==> src/sv/fwsd_pkg.sv <==
// Shared types, constants and the arctangent table for the steering model block.
`timescale 1ns / 1ps
package fwsd_pkg;

    // CORDIC datapath widths
    localparam int XW = 34;   // x and y lanes, signed
    localparam int ZW = 20;   // angle lane, signed Q16

    localparam logic signed [XW-1:0] ATAN_X0  = XW'(34'sd33554432);  // 2^25
    localparam logic signed [XW-1:0] COS_GAIN = XW'(34'sd652032875); // 0.60725 in Q30
    localparam logic [30:0]          SAT31    = 31'h7fff_ffff;
    localparam logic [33:0]          SEC_REM0 = 34'd8388608;         // 2^54 >> 31
    localparam logic [33:0]          SEC_SATC = 34'd8388608;         // c2 at or below saturates

    // configuration register indexes
    localparam logic CFG_WHEELBASE   = 1'b0;
    localparam logic CFG_STEER_LIMIT = 1'b1;

    // per item data that rides beside the arithmetic units
    typedef struct packed {
        logic               vneg;
        logic [14:0]        vmag;
        logic [15:0]        dt;
        logic [45:0]        vdt2;
        logic               pneg;
        logic               pzero;
        logic signed [15:0] steer_ref;
        logic [14:0]        dmag;
        logic               dneg;
        logic               sat;
    } t_side;

    // round(atan(2^-i) * 2^16)
    function automatic logic signed [ZW-1:0] fwsd_atan(input logic [4:0] i);
        logic signed [ZW-1:0] a;
        case (i)
            5'd0:    a = ZW'(51472);
            5'd1:    a = ZW'(30386);
            5'd2:    a = ZW'(16055);
            5'd3:    a = ZW'(8150);
            5'd4:    a = ZW'(4091);
            5'd5:    a = ZW'(2047);
            5'd6:    a = ZW'(1024);
            5'd7:    a = ZW'(512);
            5'd8:    a = ZW'(256);
            5'd9:    a = ZW'(128);
            5'd10:   a = ZW'(64);
            5'd11:   a = ZW'(32);
            5'd12:   a = ZW'(16);
            5'd13:   a = ZW'(8);
            5'd14:   a = ZW'(4);
            5'd15:   a = ZW'(2);
            5'd16:   a = ZW'(1);
            default: a = '0;
        endcase
        return a;
    endfunction

endpackage

==> src/sv/fwsd_mulsh.sv <==
// Wide unsigned product split in four partials, rounded shift, saturate and sign.
`timescale 1ns / 1ps
module fwsd_mulsh
    import fwsd_pkg::*;
#(
    parameter int WA = 16,
    parameter int WB = 16,
    parameter int SH = 8
) (
    input  logic               i_clk,
    input  logic               i_en,
    input  logic [WA-1:0]      i_a,
    input  logic [WB-1:0]      i_b,
    input  logic               i_neg,
    output logic signed [31:0] o_q
);

    localparam int HA = WA / 2;
    localparam int GA = WA - HA;
    localparam int HB = WB / 2;
    localparam int GB = WB - HB;
    localparam int WP = WA + WB;
    localparam logic [WP:0] HALF = (WP+1)'(1) << (SH - 1);

    logic [HA+HB-1:0] r_ll;
    logic [HA+GB-1:0] r_lh;
    logic [GA+HB-1:0] r_hl;
    logic [GA+GB-1:0] r_hh;
    logic [HA+WB-1:0] r_sa;
    logic [GA+WB-1:0] r_sb;
    logic [WP:0]      r_r;
    logic [2:0]       r_neg;
    logic signed [31:0] r_q;

    logic [WP+32:0] w_rx;
    logic           w_sat;
    logic [30:0]    w_mag;

    // stage 1: partial products
    always_ff @(posedge i_clk) begin
        if (i_en) begin
            r_ll <= i_a[HA-1:0]  * i_b[HB-1:0];
            r_lh <= i_a[HA-1:0]  * i_b[WB-1:HB];
            r_hl <= i_a[WA-1:HA] * i_b[HB-1:0];
            r_hh <= i_a[WA-1:HA] * i_b[WB-1:HB];
            r_neg[0] <= i_neg;
        end
    end

    // stage 2: a halves times full b
    always_ff @(posedge i_clk) begin
        if (i_en) begin
            r_sa <= (HA+WB)'(r_ll) + ((HA+WB)'(r_lh) << HB);
            r_sb <= (GA+WB)'(r_hl) + ((GA+WB)'(r_hh) << HB);
            r_neg[1] <= r_neg[0];
        end
    end

    // stage 3: full product, round half up on the magnitude, shift
    always_ff @(posedge i_clk) begin
        if (i_en) begin
            r_r <= ((WP+1)'(r_sa) + ((WP+1)'(r_sb) << HA) + HALF) >> SH;
            r_neg[2] <= r_neg[1];
        end
    end

    // stage 4: saturate and apply sign
    assign w_rx  = (WP+33)'(r_r);
    assign w_sat = w_rx > (WP+33)'(SAT31);
    assign w_mag = w_sat ? SAT31 : r_r[30:0];

    always_ff @(posedge i_clk) begin
        if (i_en) begin
            r_q <= r_neg[2] ? -$signed({1'b0, w_mag}) : $signed({1'b0, w_mag});
        end
    end

    assign o_q = r_q;

endmodule

==> config.mk <==
export PLATFORM = sky130hd
export DESIGN_NAME = fwsd_mulsh
export DESIGN_NICKNAME = d
export VERILOG_FILES = /design/src/sv/fwsd_pkg.sv /design/src/sv/fwsd_mulsh.sv
export SDC_FILE = /design/constraint.sdc
export NUM_CORES = 1
export LEC_CHECK = 0
export BUFFER_PORTS_ARGS = -buffer_cell sky130_fd_sc_hd__buf_4
export CORE_UTILIZATION = 63
export CTS_CLUSTER_SIZE = 16
export DETAILED_ROUTE_END_ITERATION = 16
export GPL_ROUTABILITY_DRIVEN = 0
export MAX_ROUTING_LAYER = met4
export PLACE_DENSITY = 0.79
export RECOVER_POWER = 100
export SETUP_SLACK_MARGIN = 0.15
export SKIP_CTS_REPAIR_TIMING = 1
export SYNTH_ARGS = -nofsm -noshare
export SYNTH_HDL_FRONTEND = slang
export SYNTH_SLANG_ARGS = --single-unit
==> constraint.sdc <==
create_clock -name i_clk -period 6.5 [get_ports i_clk]
set_clock_uncertainty 0.05 [all_clocks]
set_input_delay 0.975 -clock i_clk [delete_from_list [all_inputs] [get_ports i_clk]]
set_output_delay 0.975 -clock i_clk [all_outputs]
set_load 0.05 [all_outputs]
# After elaboration in Yosys (flattened, before gate mapping)
# Index checks and enable logic that the tools add are counted.
# totals
ff_bits,172
elab_cells,24
out_inout_bits,32
inputBits,35
# op_classes
n_mul,4
addsub,5
order_cmp,1
mux,2
# ops
operator,count
$mul 8x8->16,4
$mux 31,2
$add 16x24->24,2
$add 24x32->33,1
$add 33x8->33 const B,1
$neg 31->32,1
$gt 25x31->1 const B,1

# Depth between registers and ports, before layout
# depth
depth_word,4
depth_mapped,18
depth_no_buf,17

# Worst setup path after synthesis
# Ideal clock, no wire load.
# synth_timing
path_type,input to register
from,in i_b[7]
to,"reg r_ll[13], data pin"
n_path_buf,1
setup_slack_ns,1.193
t_arrival_ns,4.995
cell_stages,17
t_required_ns,6.188
setup_ns,0.262
path_cell_list,clkbuf_1 > nand2_1 > fa_1 > fa_1 > inv_1 > fa_1 > inv_1 > fa_1 > inv_1 > ha_1 > a21oi_1 > nor2b_1 > a211oi_1 > a21oi_1 > a21oi_1 > o21bai_1 > xor2_1
# synth_between
elab_chain_len,1
# synth_lines
element,line_no,text
start: declaration,fwsd_mulsh.sv:13,"input logic [WB-1:0] i_b,"
$mul 8x8->16,fwsd_mulsh.sv:42,r_ll <= i_a[HA-1:0] * i_b[HB-1:0];
end signal: assignment,fwsd_mulsh.sv:42,
end: declaration,fwsd_mulsh.sv:25,logic [HA+HB-1:0] r_ll;
# No other way between the ends.
# A chain may end at the register's enable or synchronous reset.

# Final worst setup path
# layout_timing
from,in i_a[3]
to,"reg r_ll[15], data pin"
# layout_between
elab_chain_len,1
# layout_lines
element,line_no,text
start: declaration,fwsd_mulsh.sv:12,"input logic [WA-1:0] i_a,"
$mul 8x8->16,fwsd_mulsh.sv:42,
# No other way between the ends.

==> run metrics <==
Syn Nets=around 1800; worst ir drop on vdd=~0.22 mV; setup slack after layout=roughly 1000 ps; flop-to-flop setup slack=between 3000 and 4000 ps; Final Cycle Share=between 80% and 90%; Worst setup SP type=input port; Internal=about 3.7 mW; final hold violations=0; ratio of cells with drive above 1 in the final layout=approximately 4.7%; largest net degree at the start of global routing=slightly above 90; dpl ws=around 830 ps; P&R area growth vs syn=7.33%; clk_lat worst skew=roughly 420 ps; row count=56; gr ovfl total=0; hold depth=0; RR Endpoint=r_r[23]; Reg2Reg Launch Point=r_sa[7]; router iterations before antenna repair=5; Reg clk slew, reported paths=around 60 ps; Clock power frac=14.4%; Least-Margin Pin Slew=4590 ps; Sw Share=between 40% and 50%; f_max=between 150 and 200 MHz; layout net count=1856; die footprint=24900 µm²; failing checks=capacitance limit, slew limit; sequential power share=between 30% and 40%; H-tree depth=4; ys async rst share=0%; Die X=around 160 µm; DR iter-0 viols=522; post-DP HPWL=about 22 mm; Comb power frac=53.9%; Hold Slack=367 ps; Required @ worst endpoint=6620 ps; Inserted Clock Buffers=17; first-pass GRT wire length=48.0 mm; Finished Cell Area=about 16000 µm²; Hold Path End=r_sb[4]; r2r worst-path depth=9; outcome=complete, but fails checks; Ys Warns=0; floorplan core area=between 20000 and 25000 µm²; power per cell area=~380 nW/µm²; setup repair after global routing missed its margin=no; initial antenna violation count=0; input/output buffers=66; clk root buf=clkbuf_16; crit path kind=in -> reg; final WL=approximately 28 mm; Post-DRT Antenna Nets=0; Synth Register Bits=around 160; final setup fails=0; post-route minimum period=5480 ps; Mean Syn Cell Area=around 11 µm²; Top FF cell, synth=edfxtp_1; sequential area share after synthesis=31.0%; CP Data Arrival Time=5600 ps; Die H=158 µm; ant diodes=0; CTS tree=built; Min-Delay Path Class=reg -> reg; Sum Neg Setup Slack=0 ps; gr usage total=25.4%; Post-synth EDFFs=158; MaxCap Viol Count=1; Vias=roughly 10000; vias in the first global route=10300; residual DRC count=0; Synth cell types=55; CP Capture Type=register; LEAKAGE=around 7.4 nW; vias per cell=5.43; wire per inst=about 15 µm; P_sw=approximately 2.5 mW; # IOs=67; Post-Syn Area=approximately 15000 µm²; Final Slew Violations=93; clock sink total=between 150 and 200; Synth Instances=between 1000 and 1500; hold_sp=r_hl[4]; largest buffer count on any clock path=2; Crit Path Max Fanout=16; fin util=a little over two thirds; initial core utilization=64.7%; slew margin rel.=-206%; Placed Area=between 15000 and 20000 µm²
worst max-delay path: stages:
cell	delay (ps)
clkbuf_1	290
and2_0	300
fa_1	540
inv_1	50
fa_1	480
inv_1	60
fa_1	520
inv_1	60
fa_1	530
inv_1	40
ha_1	330
a21oi_1	160
nor2b_1	60
a211oi_1	420
a21oi_1	210
a31oi_1	300
o21bai_1	130
xnor2_1	140
power groups by stage:
stage | logic, mW | registers, mW | clock network [mW]
detailed placement | 3.36 | 1.99 | 0
floorplan | 2.47 | 2.10 | 0
global placement | 3.25 | 1.97 | 0
finish | 3.34 | 1.97 | 0.892
global route | 3.77 | 2.01 | 0.942
CTS | 3.39 | 1.97 | 0.903
cells in the mapped netlist, types with 4 or more instances:
library cell,number,area (µm²)
a211o_1,4,35.0
a211oi_1,9,67.6
a21boi_0,4,30.0
a21o_1,11,82.6
a21oi_1,42,210
a31oi_1,6,37.5
and2_1,188,1180
and3_1,10,62.6
clkbuf_1,38,143
edfxtp_1,158,4740
fa_1,146,2920
ha_1,174,2180
inv_1,224,841
nand2_1,91,342
nand2b_1,20,125
nand3_1,12,60.1
nor2_1,49,184
nor2b_1,13,81.3
nor3_1,13,65.1
nor3b_1,6,45.0
o211ai_1,11,82.6
o21a_1,11,82.6
o21ai_0,36,180
o21bai_1,4,30.0
o311ai_0,4,35.0
o31a_1,4,35.0
o31ai_1,10,75.1
or2_2,6,37.5
or3_1,8,50.1
xnor2_1,93,815
xor2_1,15,131
placed cells by master (no fill, tap or decap), types with 6 or more instances in the layout:
master and count:
nand2b_1 20, o21a_1 11, or2_2 6, nand2_1 91, nand3_1 12, edfxtp_1 158, o211ai_1 11, ha_1 174
o31ai_1 11, nor3_1 13, clkbuf_16 17, nor2b_1 13, a21o_1 11, a21oi_1 43, fa_1 146, clkbuf_1 38
and2_1 173, and3_1 10, or3_1 9, o21ai_0 36, inv_1 224, nor2_1 50, a211oi_1 9, and2_0 15
xor2_1 15, nor3b_1 6, buf_4 29, xnor2_1 93, a31oi_1 6
final cells by class:
class	instances	area, µm²
clock buffers	18	429
clock inverters	14	109
fillers	1768	7210
inverters	224	841
multi-input cells	1033	9520
flip-flops and latches	158	4740
well taps	319	399
repair buffers	67	364
layer usage:
metal	wire, µm	up-vias	track usage [%]
met5	0	-	-
met1	12700	4818	32.1
met3	1150	24	2.82
met4	303	0	5.55
li1	-	4896	-
met2	13800	215	43.9
flip-flops by register name (all words and copies together) (netlist names):
name / cells
r_ll: 9
r_hh: 16
r_lh: 16
r_neg: 3
r_sb: 24
r_hl: 16
r_r: 25
r_sa: 17
o_q: 32
worst max-delay path by stage:
stage | slack [ps] | depth (start not counted) | from | endpoint
after floorplan | 1190 | 17 | i_b[7] | r_ll[13]
final | 1020 | 18 | i_a[3] | r_ll[15]
after global routing | 680 | 2 | i_en | r_hl[2]
after detailed placement | 830 | 18 | i_a[3] | r_ll[15]
after CTS | 1280 | 18 | i_a[3] | r_ll[15]
after global placement | 1000 | 18 | i_a[3] | r_ll[13]
stage by stage:
step | power, mW | std cells
3_5_place_dp | 5.35 | 1801
3_3_place_gp | 5.22 | 1801
5_1_grt | 6.73 | 1833
4_1_cts | 6.27 | 1833
6_report | 6.20 | 1833
2_1_floorplan | 4.57 | 1453
logic make-up (layout without fill, tap and decap cells):
logic type	after synthesis	count (layout)	share of synthesized area, %
buffers and inverters	262	323	6.43
DFF	158	158	31.0
xor gates and xnor gates	108	108	6.19
adders and majority gates	320	320	33.4
and+or+nand+nor	433	433	15.4
AOI/OAI and AO/OA	172	172	7.55
Note: power is estimated with default switching activity, not from simulation.
