**src/sv/fwsd_pkg.sv**
```systemverilog
// Shared types, constants and the arctangent table for the steering model block.
`timescale 1ns / 1ps
package fwsd_pkg;

    // CORDIC datapath widths
    localparam int XW = 34;   // x and y lanes, signed
    localparam int ZW = 20;   // angle lane, signed Q16

    localparam logic signed [XW-1:0] ATAN_X0  = XW'(34'sd33554432);  // 2^25
    localparam logic signed [XW-1:0] COS_GAIN = XW'(34'sd652032875); // 0.60725 in Q30
    localparam logic [30:0]          SAT31    = 31'h7fff_ffff;
    localparam logic [33:0]          SEC_REM0 = 34'd8388608;         // 2^54 >> 31
    localparam logic [33:0]          SEC_SATC = 34'd8388608;         // c2 at or below saturates

    // configuration register indexes
    localparam logic CFG_WHEELBASE   = 1'b0;
    localparam logic CFG_STEER_LIMIT = 1'b1;

    // per item data that rides beside the arithmetic units
    typedef struct packed {
        logic               vneg;
        logic [14:0]        vmag;
        logic [15:0]        dt;
        logic [45:0]        vdt2;
        logic               pneg;
        logic               pzero;
        logic signed [15:0] steer_ref;
        logic [14:0]        dmag;
        logic               dneg;
        logic               sat;
    } t_side;

    // round(atan(2^-i) * 2^16)
    function automatic logic signed [ZW-1:0] fwsd_atan(input logic [4:0] i);
        logic signed [ZW-1:0] a;
        case (i)
            5'd0:    a = ZW'(51472);
            5'd1:    a = ZW'(30386);
            5'd2:    a = ZW'(16055);
            5'd3:    a = ZW'(8150);
            5'd4:    a = ZW'(4091);
            5'd5:    a = ZW'(2047);
            5'd6:    a = ZW'(1024);
            5'd7:    a = ZW'(512);
            5'd8:    a = ZW'(256);
            5'd9:    a = ZW'(128);
            5'd10:   a = ZW'(64);
            5'd11:   a = ZW'(32);
            5'd12:   a = ZW'(16);
            5'd13:   a = ZW'(8);
            5'd14:   a = ZW'(4);
            5'd15:   a = ZW'(2);
            5'd16:   a = ZW'(1);
            default: a = '0;
        endcase
        return a;
    endfunction

endpackage

```
**src/sv/fwsd_cordic.sv**
```systemverilog
// Unrolled CORDIC, one micro-rotation per register stage (vectoring or rotation mode).
`timescale 1ns / 1ps
module fwsd_cordic
    import fwsd_pkg::*;
#(
    parameter int STEPS = 16,
    parameter bit VECT  = 1'b1
) (
    input  logic                 i_clk,
    input  logic                 i_en,
    input  logic signed [XW-1:0] i_x,
    input  logic signed [XW-1:0] i_y,
    input  logic signed [ZW-1:0] i_z,
    output logic signed [XW-1:0] o_x,
    output logic signed [ZW-1:0] o_z
);

    logic signed [XW-1:0] r_x [STEPS];
    logic signed [XW-1:0] r_y [STEPS];
    logic signed [ZW-1:0] r_z [STEPS];

    for (genvar g = 0; g < STEPS; g++) begin : g_step
        logic signed [XW-1:0] w_xi, w_yi, w_xs, w_ys;
        logic signed [ZW-1:0] w_zi, w_ang;
        logic                 w_pos;

        if (g == 0) begin : g_first
            assign w_xi = i_x;
            assign w_yi = i_y;
            assign w_zi = i_z;
        end else begin : g_next
            assign w_xi = r_x[g-1];
            assign w_yi = r_y[g-1];
            assign w_zi = r_z[g-1];
        end

        assign w_xs  = w_xi >>> g;
        assign w_ys  = w_yi >>> g;
        assign w_ang = fwsd_atan(5'(g));
        // vectoring drives y to zero, rotation drives z to zero
        assign w_pos = VECT ? (w_yi >= 0) : (w_zi >= 0);

        always_ff @(posedge i_clk) begin
            if (i_en) begin
                if (VECT == w_pos) begin
                    r_x[g] <= w_xi + w_ys;
                    r_y[g] <= w_yi - w_xs;
                    r_z[g] <= w_zi + w_ang;
                end else begin
                    r_x[g] <= w_xi - w_ys;
                    r_y[g] <= w_yi + w_xs;
                    r_z[g] <= w_zi - w_ang;
                end
            end
        end
    end

    assign o_x = r_x[STEPS-1];
    assign o_z = r_z[STEPS-1];

endmodule

```
**config.mk**
```make
export PLATFORM = sky130hd
export DESIGN_NAME = fwsd_cordic
export DESIGN_NICKNAME = d
export VERILOG_FILES = /design/src/sv/fwsd_pkg.sv /design/src/sv/fwsd_cordic.sv
export SDC_FILE = /design/constraint.sdc
export NUM_CORES = 2
export LEC_CHECK = 0
export BUFFER_PORTS_ARGS = -buffer_cell sky130_fd_sc_hd__buf_2
export CORE_ASPECT_RATIO = 1.1
export CORE_MARGIN = 1.5
export CORE_UTILIZATION = 30
export CTS_BUF_LIST = sky130_fd_sc_hd__clkbuf_4
export CTS_CLUSTER_DIAMETER = 120
export CTS_CLUSTER_SIZE = 14
export DETAILED_ROUTE_END_ITERATION = 6
export HOLD_SLACK_MARGIN = 0.08
export PLACE_DENSITY = 0.52
export SETUP_SLACK_MARGIN = 0.15
export SLEW_MARGIN = 20
export SYNTH_ARGS = -nofsm -noshare
export SYNTH_HDL_FRONTEND = slang
export SYNTH_SLANG_ARGS = --single-unit
export TNS_END_PERCENT = 10
```
**constraint.sdc**
```tcl
create_clock -name i_clk -period 7.15 [get_ports i_clk]
set_clock_uncertainty 0.05 [all_clocks]
set_input_delay 0.3575 -clock i_clk [delete_from_list [all_inputs] [get_ports i_clk]]
set_output_delay 0.3575 -clock i_clk [all_outputs]
set_load 0.1 [all_outputs]
```
# Word level (Yosys, flattened, before mapping)

Memories as Yosys holds them, arrays and structs flattened.
Index checks and enable logic that the tools add are counted.

Input bits: 90
Register bits: 0
Bits in latches: 0
Output and inout port bits: 54
Bits in writable memories: 1408
Word-level logic and storage cells: 306
Memory bits (read-only): 0
Memories kept: 3

Divide/modulo/power cells: 0
Equality and inequality tests: 0
Reductions and logical operators: 0
Mux-type cells: 144
Bitwise gates (word level): 48
Shift operators: 0
Order comparisons: 16
Multipliers: 0
Add/subtract/negate cells: 95

Memories:

| name | words | bits a word | read ports | clocked after memory_dff | write ports | line              | text |
|---|---|---|---|---|---|---|---|
| r_x  | 16    | 34          | 16         | 0                        | 16          | fwsd_cordic.sv:18 | `logic signed [XW-1:0] r_x [STEPS];` |
| r_y  | 16    | 34          | 15         | 0                        | 16          | fwsd_cordic.sv:19 | `logic signed [XW-1:0] r_y [STEPS];` |
| r_z  | 16    | 20          | 16         | 0                        | 16          | fwsd_cordic.sv:20 | `logic signed [ZW-1:0] r_z [STEPS];` |

Operator list:

| cell                                                                                 | number |
|---|---|
| 34-bit two-way mux                                                                   | 32 |
| 34-bit by 1-bit greater-or-equal comparator with 1-bit output, second input constant | 16 |
| 20-bit two-way mux                                                                   | 16 |
| 1-bit two-way mux                                                                    | 96 |
| 34-bit by 19-bit adder with 34-bit output                                            | 2 |
| 34-bit by 20-bit adder with 34-bit output                                            | 2 |
| 34-bit by 21-bit adder with 34-bit output                                            | 2 |
| 34-bit by 22-bit adder with 34-bit output                                            | 2 |
| 34-bit by 23-bit adder with 34-bit output                                            | 2 |
| 34-bit by 24-bit adder with 34-bit output                                            | 2 |
| 34-bit by 25-bit adder with 34-bit output                                            | 2 |
| 34-bit by 26-bit adder with 34-bit output                                            | 2 |
| 34-bit by 27-bit adder with 34-bit output                                            | 2 |
| 34-bit by 28-bit adder with 34-bit output                                            | 2 |
| 34-bit by 29-bit adder with 34-bit output                                            | 2 |
| 34-bit by 30-bit adder with 34-bit output                                            | 2 |
| 34-bit by 31-bit adder with 34-bit output                                            | 2 |
| 34-bit by 32-bit adder with 34-bit output                                            | 2 |
| 34-bit by 33-bit adder with 34-bit output                                            | 2 |
| 34-bit by 19-bit subtractor with 34-bit output                                       | 2 |
| 34-bit by 20-bit subtractor with 34-bit output                                       | 2 |
| 34-bit by 21-bit subtractor with 34-bit output                                       | 2 |
| 34-bit by 22-bit subtractor with 34-bit output                                       | 2 |
| 34-bit by 23-bit subtractor with 34-bit output                                       | 2 |
| 43 further kinds                                                                     | 103 |

# Longest topological paths before layout

An unclocked memory read counts as a cell.

Depth in word-level cells: 6
Mapped depth: 23
Depth with buffers taken out: 22

# Worst setup path after synthesis

No wires, ideal clock.

Path kind: reg2reg
Start point: memory r_x[0][13]
End point: memory r_y[1][33] (netlist: r_y[0][67]), data pin
Arrival time: 4.551 ns
Clock period less this slack: 4.863 ns
Slack: 2.287 ns
Cell stages (with the launch flop): 19
Cells stage by stage: edfxtp_1 > or3_4 > or4_1 > or3_1 > nand2b_1 > or2_2 > o41ai_2 > xnor2_1 > ha_1 > a21o_1 > a21o_1 > a21oi_1 > nor2_1 > o21a_1 > a41o_1 > o41ai_1 > o2111ai_1 > a21oi_1 > xor2_1

RTL lines:

| element         | line |
|---|---|
| start, declared | fwsd_cordic.sv:18 |
| end, declared   | fwsd_cordic.sv:19 |

==> flow_summary_export.csv <==
group,metric,value,unit
routing,vias,90600,
timing,finalMaxSlewViolations,0,
timing,fmax,155,MHz
floorplan,die_area,394000,um2
timing,setup_viol,0,
clocking,clock_sinks,1358,
floorplan,die_h,658,um
setup_path,startpoint_type,"input pin",
yosys,ys_seq_area_frac,0.348,
clocking,cts.clk_slew.worst_paths,140,ps
floorplan,start_util,0.301,
layout,area_growth,9.68,%
yosys,synth_area,117000,um2
routing,drt_iter0_drc,4560,
outcome,status,"completed",
worst_hold_path,min_path_type,"reg -> reg",
setup_path,crit_fanout,9,
global_route,grt_max_degree,113,
floorplan,die_w,599,um
yosys,ys_types,93,
timing,tightestPinTransition,990,ps
timing,max-slew-margin-rel,0.340,
global_route,antenna_found_initial,9,
layout,nNetsFinal,14300,
global_route,overflow,0,
clocking,cts_tree,"built",
clocking,clock-root-buffer,"clkbuf_4",
timing,tns,0,ps
routing,drcViolationCount,0,
clocking,clkLatencyLatePin,1430,ps
run,drv_cap,0,
timing,period_share,0.904,
routing,ant_nets,0,
placed_design,gp_congestion,0.887,
timing,whs,251,ps
yosys,ys_ff_latch,1358,
yosys,yosysWarnings,0,
placed_design,dp_hpwl,259,mm
layout,drive_gt1_frac,0.0381,
yosys,synth_edf_count,1358,
timing,post-route-min-period,6460,ps
routing,post_drt_wl_per_cell,17.6,um
routing,viasPerCell,5.00,
global_route,grt_first_pass_wirelength,494,mm
yosys,synth_async_sr_flop_share,0,
timing,hold_violations,0,
global_route,grt_pass1_vias,89200,
yosys,synth_flop_cell,"edfxtp_1",
yosys,netlist_instances,12400,
floorplan,row_count,240,
setup_path,path_class,"in -> reg",
routing,drt_first_pass_iters,7,
yosys,synth_nets,13900,
clocking,cts_resized,0,
clocking,clockBufferDepth,4,
floorplan,core-area,389000,um2
clocking,h-tree-depth,3,
placed_design,place.port_buffers,143,
clocking,cts_made_buffers,114,
routing,routed_wl,319,mm
yosys,syn_area_per_cell,9.41,um2
setup_path,cp.arrival,7400,ps
floorplan,io-pin-count,144,
timing,rsz0062_at_grt,"false",
setup_path,required,8090,ps
global_route,grt_usage,0.156,
setup_path,end_kind,"register",
[worst paths after layout]
path / from / to / slack, ps / cells past startpoint
max: i_y[3] / r_y[0][29] / 690 / 19
min reg2reg: r_z[1][40] / r_z[1][60] / 250 / 0
min: r_z[1][40] / r_z[1][60] / 250 / 0
max reg2reg: r_x[0][12] / r_y[0][67] / 1270 / 18
[metal layers]
layer	vias to the layer above	wire length [um]	global-route usage	share of wire
met4	12	14100	0.0632	0.044
li1	46600	-	-	-
met2	1370	171000	0.309	0.53
met1	42100	127000	0.167	0.40
met3	565	7620	0.0143	0.024
met5	-	80	0	0.00025
[metrics by stage]
stage	cell area, um2	std cells	util	setup slack (ps)
finish	128000	18100	0.330	686
global route	128000	18100	0.330	764
CTS	128000	18100	0.330	1060
detailed placement	124000	17700	0.320	1180
global placement	124000	17700	0.320	1180
floorplan	117000	12400	-	2290
[critical path, stage by stage]
cell,delay (ps)
dlygate4sd3_1,540
buf_2,120
dlygate4sd3_1,600
ha_1,290
dlygate4sd3_1,690
and2_1,220
a221oi_1,250
o21ai_0,300
a2111oi_0,730
nor2_1,310
a31o_2,350
a211oi_1,470
nor3_1,100
o21ai_0,150
dlygate4sd3_1,560
o21ai_0,70
dlygate4sd3_1,580
xor2_1,150
dlygate4sd3_1,570
[layout make-up]
| type | instances | area, um2 |
|---|---|---|
| diodes | 11 | 27.5 |
| clock buffers | 117 | 878 |
| clock inverters | 17 | 146 |
| fillers | 40300 | 260000 |
| inverters | 640 | 2400 |
| multi-input cells | 10200 | 73100 |
| flip-flops and latches | 1358 | 40800 |
| well taps | 5203 | 6510 |
| repair buffers | 545 | 4580 |
[synthesized netlist by cell type, types with 75 or more instances]
| cell type | number | area (um2) |
|---|---|---|
| a21o_1 | 487 | 3660 |
| nor4_1 | 85 | 532 |
| a21oi_1 | 1226 | 6140 |
| nand4_1 | 75 | 469 |
| inv_1 | 629 | 2360 |
| xnor2_1 | 1184 | 10400 |
| nor3_1 | 302 | 1510 |
| nand3_1 | 180 | 901 |
| edfxtp_1 | 1358 | 40800 |
| o21ai_0 | 790 | 3950 |
| o21bai_1 | 157 | 1180 |
| a31oi_1 | 117 | 732 |
| xor2_1 | 617 | 5400 |
| o41ai_1 | 79 | 692 |
| ha_1 | 1313 | 16400 |
| nor2b_1 | 191 | 1190 |
| nor2_1 | 928 | 3480 |
| o31ai_1 | 154 | 1160 |
| o21a_1 | 203 | 1520 |
| or3_1 | 107 | 669 |
| nand2_1 | 791 | 2970 |
| and3_1 | 87 | 544 |
| nand2b_1 | 277 | 1730 |
| clkbuf_1 | 190 | 713 |
[layout by cell type, fill, tap and decap left out, types with 277 or more instances in the layout]
cell type         n
a21o_1          487
nor2_1          928
dlygate4sd3_1   313
edfxtp_1       1358
o21ai_0         790
a21oi_1        1226
ha_1           1313
nand2_1         787
nand2b_1        277
inv_1           628
xnor2_1        1184
nor3_1          302
xor2_1          617
[flip-flops by register name, summed over array words and instances (netlist names)]
signal / flops
r_z: 320
r_x: 544
r_y: 494
[logic make-up (layout without fill, tap and decap cells)]
group / after synthesis / in the layout / synth area share
AO/OA/AOI/OAI: 3744 / 3744 / 0.201
XOR/XNOR: 1801 / 1801 / 0.135
adder cells (fa/ha/maj): 1361 / 1361 / 0.149
buffers and inverters: 855 / 1319 / 0.0275
flip-flops: 1358 / 1358 / 0.348
multiplexers: 45 / 45 / 0.00405
other: 0 / 11 / 0
AND/OR/NAND/NOR: 3276 / 3276 / 0.136
[what timing repair did]
item / CTS / global route
setup buffers: 0 / 0
hold endpoints to repair: 771 / 0
hold buffers: 314 / 0
Power is left out: the tool's default activity adds up to more than one toggle a clock period on the data nets, which glitch-free logic cannot reach.
